## config.mk

```make
export PLATFORM = sky130hd
export DESIGN_NAME = sm3_hash_engine_core
export DESIGN_NICKNAME = d
export VERILOG_FILES = /design/src/sv/sm3_pkg.sv /design/src/sv/sm3_round.sv /design/src/sv/sm3_hash_engine_core.sv
export SDC_FILE = /design/constraint.sdc
export NUM_CORES = 2
export LEC_CHECK = 0
export ABC_CLOCK_PERIOD_IN_PS = 8000
export BUFFER_PORTS_ARGS = -buffer_cell sky130_fd_sc_hd__buf_2
export CAP_MARGIN = 20
export CORE_MARGIN = 2
export CORE_UTILIZATION = 57
export CTS_BUF_LIST = sky130_fd_sc_hd__clkbuf_8
export CTS_CLUSTER_DIAMETER = 30
export DETAILED_ROUTE_END_ITERATION = 7
export PLACE_DENSITY = 0.82
export SLEW_MARGIN = 25
export SYNTH_ARGS = -nofsm -noshare
export SYNTH_HDL_FRONTEND = slang
export SYNTH_SLANG_ARGS = --single-unit
```

## constraint.sdc

```tcl
create_clock -name clock -period 8 [get_ports clock]
set_clock_uncertainty 0.2 [all_clocks]
set_input_delay 0.8 -clock clock [delete_from_list [all_inputs] [get_ports clock]]
set_output_delay 0.8 -clock clock [all_outputs]
set_load 0.02 [all_outputs]
```

## src/sv/sm3_pkg.sv

```systemverilog
// shared types, constants and helper functions of the sm3 hash engine
package sm3_pkg;

   typedef logic [31:0] word_type;

   localparam word_type T_LOW      = 32'h79cc4519;
   // high round constant already rotated by sixteen, the amount it needs at round sixteen
   localparam word_type T_HIGH_R16 = 32'h9d8a7a87;
   localparam logic [7:0] PAD_BYTE = 8'h80;
   localparam logic [5:0] LEN_POS  = 6'd56;
   localparam logic [2:0] MAX_BYTES = 3'd4;

   localparam word_type IV [8] = '{
      32'h7380166F, 32'h4914B2B9, 32'h172442D7, 32'hDA8A0600,
      32'hA96F30BC, 32'h163138AA, 32'hE38DEE4D, 32'hB0FB0E4E
   };

   typedef struct packed {
      logic [31:0] message_word;
      logic [2:0]  valid_bytes;
      logic        last_word;
   } req_type;

   typedef struct packed {
      logic [31:0] digest_word;
      logic        digest_last;
   } rsp_type;

   typedef struct packed {
      word_type a;
      word_type b;
      word_type c;
      word_type d;
      word_type e;
      word_type f;
      word_type g;
      word_type h;
   } sm3_work_type;

   typedef struct packed {
      word_type t_rot;
      word_type w_j;
      word_type w_j4;
      logic     round_hi;
   } sm3_rctl_type;

   typedef enum logic [2:0] {
      ST_IDLE, ST_BYTES, ST_PAD80, ST_ZERO, ST_LEN, ST_COMP, ST_OUT
   } st_type;

   // rotate left by a constant amount between 1 and 31
   function automatic word_type rotl(word_type x, int unsigned n);
      return (x << n) | (x >> (32 - n));
   endfunction

   function automatic word_type perm0(word_type x);
      return x ^ rotl(x, 9) ^ rotl(x, 17);
   endfunction

   function automatic word_type perm1(word_type x);
      return x ^ rotl(x, 15) ^ rotl(x, 23);
   endfunction

endpackage

```

## src/sv/sm3_round.sv

```systemverilog
// one sm3 compression round, shared by all 64 rounds
module sm3_round import sm3_pkg::*; (
   input  sm3_work_type cur,
   input  sm3_rctl_type ctl,
   output sm3_work_type nxt
);

   word_type a12, ss1, ss2, ff, gg, tt1, tt2;

   always_comb begin
      a12 = rotl(cur.a, 12);
      ss1 = rotl(a12 + cur.e + ctl.t_rot, 7);
      ss2 = ss1 ^ a12;
      if (ctl.round_hi) begin
         ff = (cur.a & cur.b) | (cur.a & cur.c) | (cur.b & cur.c);
         gg = (cur.e & cur.f) | (~cur.e & cur.g);
      end else begin
         ff = cur.a ^ cur.b ^ cur.c;
         gg = cur.e ^ cur.f ^ cur.g;
      end
      tt1 = ff + cur.d + ss2 + (ctl.w_j ^ ctl.w_j4);
      tt2 = gg + cur.h + ss1 + ctl.w_j;
      nxt.a = tt1;
      nxt.b = cur.a;
      nxt.c = rotl(cur.b, 9);
      nxt.d = cur.c;
      nxt.e = perm0(tt2);
      nxt.f = cur.e;
      nxt.g = rotl(cur.f, 19);
      nxt.h = cur.g;
   end

endmodule

```

## src/sv/sm3_hash_engine_core.sv

```systemverilog
// sm3 hash engine top level: byte packing, padding, round sequencer and digest output
//
// sm3 hash engine. message words arrive on req_ (big-endian, valid_bytes leading
// bytes count, 5..7 treated as 4) and the 256-bit digest leaves on rsp_ as eight
// words, word 0 first, digest_last on the eighth. the engine handles one word at
// a time and holds req_ready low while busy. bytes go into the block window one
// per cycle, paused while a compression runs: a word is accepted, its bytes are
// written in turn, and a closing step returns to idle or starts the padding. every
// full 512-bit block runs 64 compression rounds through a single shared round
// unit, one round per cycle, with the message schedule produced on the fly by a
// 16-word shift window. on the last word the padding is also written one byte
// per cycle (plus a second compression when the length no longer fits), then the
// eight digest words are offered, one per accepted rsp_ cycle, and the initial
// value reloads.
module sm3_hash_engine_core import sm3_pkg::*; (
   input  logic    clock,
   input  logic    reset,
   input  logic    req_valid,
   output logic    req_ready,
   input  req_type req_payload,
   output logic    rsp_valid,
   input  logic    rsp_ready,
   output rsp_type rsp_payload
);

   st_type       state_ff, state_in, ret_ff, ret_in;
   word_type     cv_ff [8];
   word_type     cv_in [8];
   word_type     w_ff [16];
   word_type     w_in [16];
   sm3_work_type work_ff, work_in, round_out;
   sm3_rctl_type rctl;
   word_type     t_ff, t_in, w_next;
   logic [5:0]   fill_ff, fill_in, round_ff, round_in;
   logic [63:0]  len_ff, len_in;
   logic [31:0]  word_ff, word_in;
   logic [2:0]   nbytes_ff, nbytes_in, cnt_ff, cnt_in, out_idx_ff, out_idx_in;
   logic         last_ff, last_in;
   logic         put_en;
   logic [7:0]   put_byte;
   st_type       after_put;

   // message expansion: w[j+16] from the window taps
   assign w_next = perm1(w_ff[0] ^ w_ff[7] ^ rotl(w_ff[13], 15))
                   ^ rotl(w_ff[3], 7) ^ w_ff[10];

   assign rctl.t_rot    = t_ff;
   assign rctl.w_j      = w_ff[0];
   assign rctl.w_j4     = w_ff[4];
   assign rctl.round_hi = (round_ff >= 6'd16);

   sm3_round u_round (
      .cur (work_ff),
      .ctl (rctl),
      .nxt (round_out)
   );

   assign req_ready = (state_ff == ST_IDLE);
   assign rsp_valid = (state_ff == ST_OUT);
   assign rsp_payload.digest_word = cv_ff[out_idx_ff];
   assign rsp_payload.digest_last = (out_idx_ff == 3'd7);

   always_comb begin
      state_in   = state_ff;
      ret_in     = ret_ff;
      cv_in      = cv_ff;
      w_in       = w_ff;
      work_in    = work_ff;
      t_in       = t_ff;
      fill_in    = fill_ff;
      round_in   = round_ff;
      len_in     = len_ff;
      word_in    = word_ff;
      nbytes_in  = nbytes_ff;
      cnt_in     = cnt_ff;
      out_idx_in = out_idx_ff;
      last_in    = last_ff;
      put_en     = 1'b0;
      put_byte   = '0;
      after_put  = state_ff;

      case (state_ff)
         ST_IDLE: begin
            if (req_valid) begin
               word_in   = req_payload.message_word;
               nbytes_in = (req_payload.valid_bytes > MAX_BYTES) ? MAX_BYTES
                                                                  : req_payload.valid_bytes;
               last_in   = req_payload.last_word;
               cnt_in    = '0;
               state_in  = ST_BYTES;
            end
         end
         ST_BYTES: begin
            if (cnt_ff < nbytes_ff) begin
               put_en    = 1'b1;
               put_byte  = word_ff[{~cnt_ff[1:0], 3'b000} +: 8];
               cnt_in    = cnt_ff + 3'd1;
               len_in    = len_ff + 64'd8;
               after_put = ST_BYTES;
            end else if (last_ff) begin
               state_in = ST_PAD80;
            end else begin
               state_in = ST_IDLE;
            end
         end
         ST_PAD80: begin
            put_en    = 1'b1;
            put_byte  = PAD_BYTE;
            after_put = ST_ZERO;
         end
         ST_ZERO: begin
            if (fill_ff == LEN_POS) begin
               cnt_in   = '0;
               state_in = ST_LEN;
            end else begin
               put_en    = 1'b1;
               after_put = ST_ZERO;
            end
         end
         ST_LEN: begin
            put_en    = 1'b1;
            put_byte  = len_ff[{~cnt_ff, 3'b000} +: 8];
            cnt_in    = cnt_ff + 3'd1;
            after_put = (cnt_ff == 3'd7) ? ST_OUT : ST_LEN;
            out_idx_in = '0;
         end
         ST_COMP: begin
            for (int i = 0; i < 15; i++) begin
               w_in[i] = w_ff[i+1];
            end
            w_in[15] = w_next;
            work_in  = round_out;
            t_in     = (round_ff == 6'd15) ? T_HIGH_R16 : rotl(t_ff, 1);
            round_in = round_ff + 6'd1;
            if (round_ff == 6'd63) begin
               cv_in[0] = cv_ff[0] ^ round_out.a;
               cv_in[1] = cv_ff[1] ^ round_out.b;
               cv_in[2] = cv_ff[2] ^ round_out.c;
               cv_in[3] = cv_ff[3] ^ round_out.d;
               cv_in[4] = cv_ff[4] ^ round_out.e;
               cv_in[5] = cv_ff[5] ^ round_out.f;
               cv_in[6] = cv_ff[6] ^ round_out.g;
               cv_in[7] = cv_ff[7] ^ round_out.h;
               state_in = ret_ff;
            end
         end
         ST_OUT: begin
            if (rsp_ready) begin
               out_idx_in = out_idx_ff + 3'd1;
               if (out_idx_ff == 3'd7) begin
                  cv_in    = IV;
                  len_in   = '0;
                  fill_in  = '0;
                  state_in = ST_IDLE;
               end
            end
         end
         default: begin
            state_in = ST_IDLE;
         end
      endcase

      // byte write into the window, block full starts a compression
      if (put_en) begin
         w_in[fill_ff[5:2]][{~fill_ff[1:0], 3'b000} +: 8] = put_byte;
         fill_in  = fill_ff + 6'd1;
         state_in = after_put;
         if (fill_ff == 6'd63) begin
            ret_in   = after_put;
            state_in = ST_COMP;
            round_in = '0;
            t_in     = T_LOW;
            work_in  = '{cv_ff[0], cv_ff[1], cv_ff[2], cv_ff[3],
                         cv_ff[4], cv_ff[5], cv_ff[6], cv_ff[7]};
         end
      end
   end

   always_ff @(posedge clock) begin
      if (reset) begin
         state_ff   <= ST_IDLE;
         ret_ff     <= ST_IDLE;
         cv_ff      <= IV;
         work_ff    <= '0;
         fill_ff    <= '0;
         round_ff   <= '0;
         len_ff     <= '0;
         cnt_ff     <= '0;
         out_idx_ff <= '0;
      end else begin
         state_ff   <= state_in;
         ret_ff     <= ret_in;
         cv_ff      <= cv_in;
         work_ff    <= work_in;
         fill_ff    <= fill_in;
         round_ff   <= round_in;
         len_ff     <= len_in;
         cnt_ff     <= cnt_in;
         out_idx_ff <= out_idx_in;
      end
   end

   // payload registers
   always_ff @(posedge clock) begin
      w_ff      <= w_in;
      t_ff      <= t_in;
      word_ff   <= word_in;
      nbytes_ff <= nbytes_in;
      last_ff   <= last_in;
   end

`ifndef SYNTHESIS
   // never take a word while digest words are on offer
   a_no_overlap: assert property (@(posedge clock) disable iff (reset)
      rsp_valid |-> !req_ready)
      else $error("req_ready high during digest output");

   // a compression ends after its 64th round and never chains into another
   a_comp_end: assert property (@(posedge clock) disable iff (reset)
      (state_ff == ST_COMP && round_ff == 6'd63) |=> (state_ff != ST_COMP))
      else $error("compression did not end after round 63");

   // after the eighth digest word the engine is idle with an empty block
   a_done_idle: assert property (@(posedge clock) disable iff (reset)
      (rsp_valid && rsp_ready && rsp_payload.digest_last)
         |=> (req_ready && fill_ff == 6'd0 && len_ff == 64'd0))
      else $error("engine not cleared after digest");
`endif

endmodule
```

==> metrics <==
status finished with violations; failing checks design-rule violations; Setup Crit Path Kind flip-flop to flip-flop; Avg Inst Size Synth 8.05 µm²; synth cell count leaders nand2_1, dfxtp_1, nor2_1; Clk Latency, worst-skew pair 1.01 ns; post-route ant nets 0; final setup fails 0; number of H-tree levels 5; Final Total Pwr 39400 µW; top_reg_cell synth dfxtp_1; I/O Buffers 74; Rel. slew slack 21.6%; Total GRT Usage 38.9%; data arrival time of the worst path 8.44 ns; Reg-to-Reg Start work_ff[98]; R2R Path End cv_ff[255]; WL final 232 mm; Fmax 0.128 GHz; cell area after synthesis 0.0642 mm²; via count 60400; nets@finish 8252; Die H 340 µm; complex-gate fraction of the synthesized area 15.7%; synth top area cells dfxtp_1, nand2_1, nor2_1; Clock Path Buffers 4; Routed wire per std cell between 20 and 25 µm; gp weighted congestion roughly 1.1; Yosys Warn Count 0; Worst Path Max Fanout 7; Die Area 0.115 mm²; cells after synthesis 7980; first-pass GRT wire length 344 mm; Psw 18300 µW; switching part of the total a little under half; clock-pin slew on the worst setup and hold paths 0.06 ns; Hold Startpoint req_valid; Tcrit/Tclk final 97.4%; proportion of layout cells with a drive suffix above 1 between 10% and 20%; antenna violations before repair 11; Syn-to-layout area delta 12.1%; measured slew at the worst slew-check pin 1.16 ns; Worst Hold Depth 2; post-synth cell types 79; io pins 75; number of global-route vias before repair about 56000; simple-gate portion of the synthesized area 21.3%; CTS Buf Count ~280; max cap viols 0; VDD IR-drop max 0.000693 V; Slew Limit Fails 0; HP Class primary input to flip-flop; Synth Register Bits 1177; Seq/Total Area, Yosys 37.3%; most frequent cell after synthesis nand2_1; CTS Root Cell clkbuf_8; drt pass-1 iters 8; DPL Wire Length 162 mm; Mapped Nets 8312; largest net degree at the start of global routing about 240; xor/xnor cell area share of the yosys netlist 8.39%; internal power 21100 µW; core area between 0.1 and 0.15 mm²; Clock power frac 19.5%; adder-cell area share of the yosys netlist under 10%; largest family of logic cells by synthesized area simple AND/OR/NAND/NOR gates; Core Rows 123; # clock sinks roughly 1200; top cell type's share of synthesized area 35.6%; critical path launch point type flip-flop; GRT overflow 0; Die Span X 340 µm; Hold Path Sink nbytes_ff[0]; via/cell ratio 6.28; Gate power share about three fifths; DR iter-0 viols 8483; cells on worst reg2reg path 27; number of enable flip-flop cells after synthesis 36; LEAKAGE 0.0292 µW; RSZ-0062 raised after global routing no; sequential power share 21.1%; async set or reset register ratio after synthesis 0%; mux cell area share after synthesis 4.74%; DRC viols 2; R2R setup slack 0.21 ns; area leader, netlist dfxtp_1; setup_tns 0 ns; crit path time final 7.79 ns; starting density of the core 57.2%; Crit. End Element flip-flop; PwrDens around 550 mW/mm²; final hold viol count 0; TritonCTS clock tree yes; CP required 8.65 ns
[through the flow]
stage	hold slack (ns)	instance area [µm²]	std cells	util, %	setup slack, ns
detailed placement	0.262	65500	9103	58.4	0.269
CTS	0.0437	71900	9610	64.1	0.217
floorplan	0.247	64200	7980	-	0.766
finish	0.0874	72000	9618	64.2	0.210
global route	0.0831	72000	9613	64.2	0.0159
global placement	0.256	65500	9103	58.4	0.257
[power by group through the flow]
| stage | Clock [µW] | Sequential (µW) | Combinational, µW |
|---|---|---|---|
| final | 7670 | 8300 | 23400 |
| after global routing | 7960 | 8370 | 24600 |
| after CTS | 7670 | 8230 | 22600 |
| after detailed placement | 0 | 8340 | 22400 |
| after global placement | 0 | 8290 | 22300 |
| after floorplan | 0 | 7840 | 15500 |
[placed cells by master (no fill, tap or decap), drive strengths merged, types with 17 or more instances in the layout]
cell type | Yosys | layout
dfxtp | 1141 | 1141
inv | 206 | 251
edfxtp | 36 | 36
o211ai | 20 | 20
mux2i | 23 | 23
fa | 188 | 188
nand4 | 25 | 25
and2 | 39 | 39
nand2b | 18 | 18
clkinv | 1 | 47
nand2 | 1833 | 1833
mux4 | 85 | 85
clkbuf | 565 | 339
o21a | 23 | 23
buf | 30 | 219
ha | 104 | 104
xnor3 | 17 | 17
nor2b | 21 | 21
xnor2 | 322 | 322
a211oi | 40 | 40
nor2 | 1066 | 1066
or3 | 45 | 45
a31oi | 494 | 494
mux2 | 80 | 80
a21oi | 324 | 324
o21ai | 299 | 299
and3 | 128 | 128
o22ai | 21 | 21
nor3 | 59 | 59
dlygate4sd3 | 0 | 36
bufinv | 0 | 26
a21o | 49 | 49
xor2 | 232 | 232
nand3 | 86 | 86
a311oi | 212 | 212
[state kept, by name, indices dropped and copies added (netlist names)]
signal	count
cv_ff	256
t_ff	32
state_ff	3
round_ff	6
ret_ff	3
fill_ff	6
nbytes_ff	3
work_ff	256
out_idx_ff	3
last_ff	1
rctl	64
cnt_ff	3
w_ff	448
word_ff	32
len_ff	61
[area by class of cell]
type / instances / area, µm²
antenna: 7 / 17.5
timing repair buffer: 255 / 1970
clock buffer: 339 / 4670
sequential: 1177 / 23900
fill: 9041 / 40200
clock inverter: 132 / 1390
inverter: 207 / 777
tap: 1500 / 1880
multi-input combinational: 6001 / 37400
[worst max path at each step]
stage,start,end,slack (ns)
final,work_ff[98],cv_ff[255],0.21
after global routing,work_ff[98],cv_ff[102],0.02
after CTS,work_ff[245],cv_ff[255],0.22
after detailed placement,work_ff[245],cv_ff[255],0.27
after global placement,work_ff[245],cv_ff[255],0.26
after floorplan,work_ff[97],cv_ff[124],0.77
[critical path, cell delays in order, from the launching register on]
cell and delay, ns:
dfxtp_1 0.53, fa_1 0.49, ha_1 0.31, a211oi_1 0.32
o21ai_0 0.14, and3_4 0.22, a311oi_2 0.35, o31ai_2 0.18
a221o_1 0.38, buf_4 0.16, a21o_1 0.17, a21oi_1 0.18
xnor2_1 0.26, xnor2_2 0.16, fa_1 0.55, ha_1 0.17
inv_1 0.07, fa_1 0.47, nor2b_1 0.18, o21ai_0 0.16
a21oi_1 0.31, o211ai_1 0.17, a31oi_1 0.38, or3_1 0.17
a31oi_1 0.12, xnor3_1 0.31, or3_1 0.37, a21oi_1 0.14
[metal layers]
layer  vias to the layer above  part of all wire, %  track usage, %  wire length (µm)
li1                      27000                    -               -                 -
met1                     28700                   37            48.2             84800
met2                      3761                   44            59.3            101000
met3                       912                   11            7.97             24600
met4                        10                  9.2            30.8             21300
met5                         -                0.028               0                65
[repair_timing]
item / in CTS / in global routing
hold endpoints to repair: 36 / 0
gates resized for setup: 0 / 6
hold buffers: 36 / 0
buffers inserted: 0 / 0
setup endpoints to repair: 0 / 38
[kinds of logic (layout without fill, tap and decap cells)]
group / Yosys count / count (layout)
AOI/OAI and AO/OA: 1578 / 1578
xor gates and xnor gates: 577 / 577
adders and majority gates: 292 / 292
buffers and inverters: 802 / 933
DFF: 1177 / 1177
muxes: 188 / 188
other: 0 / 7
and+or+nand+nor: 3366 / 3366
(Power assumes the default switching activity.)
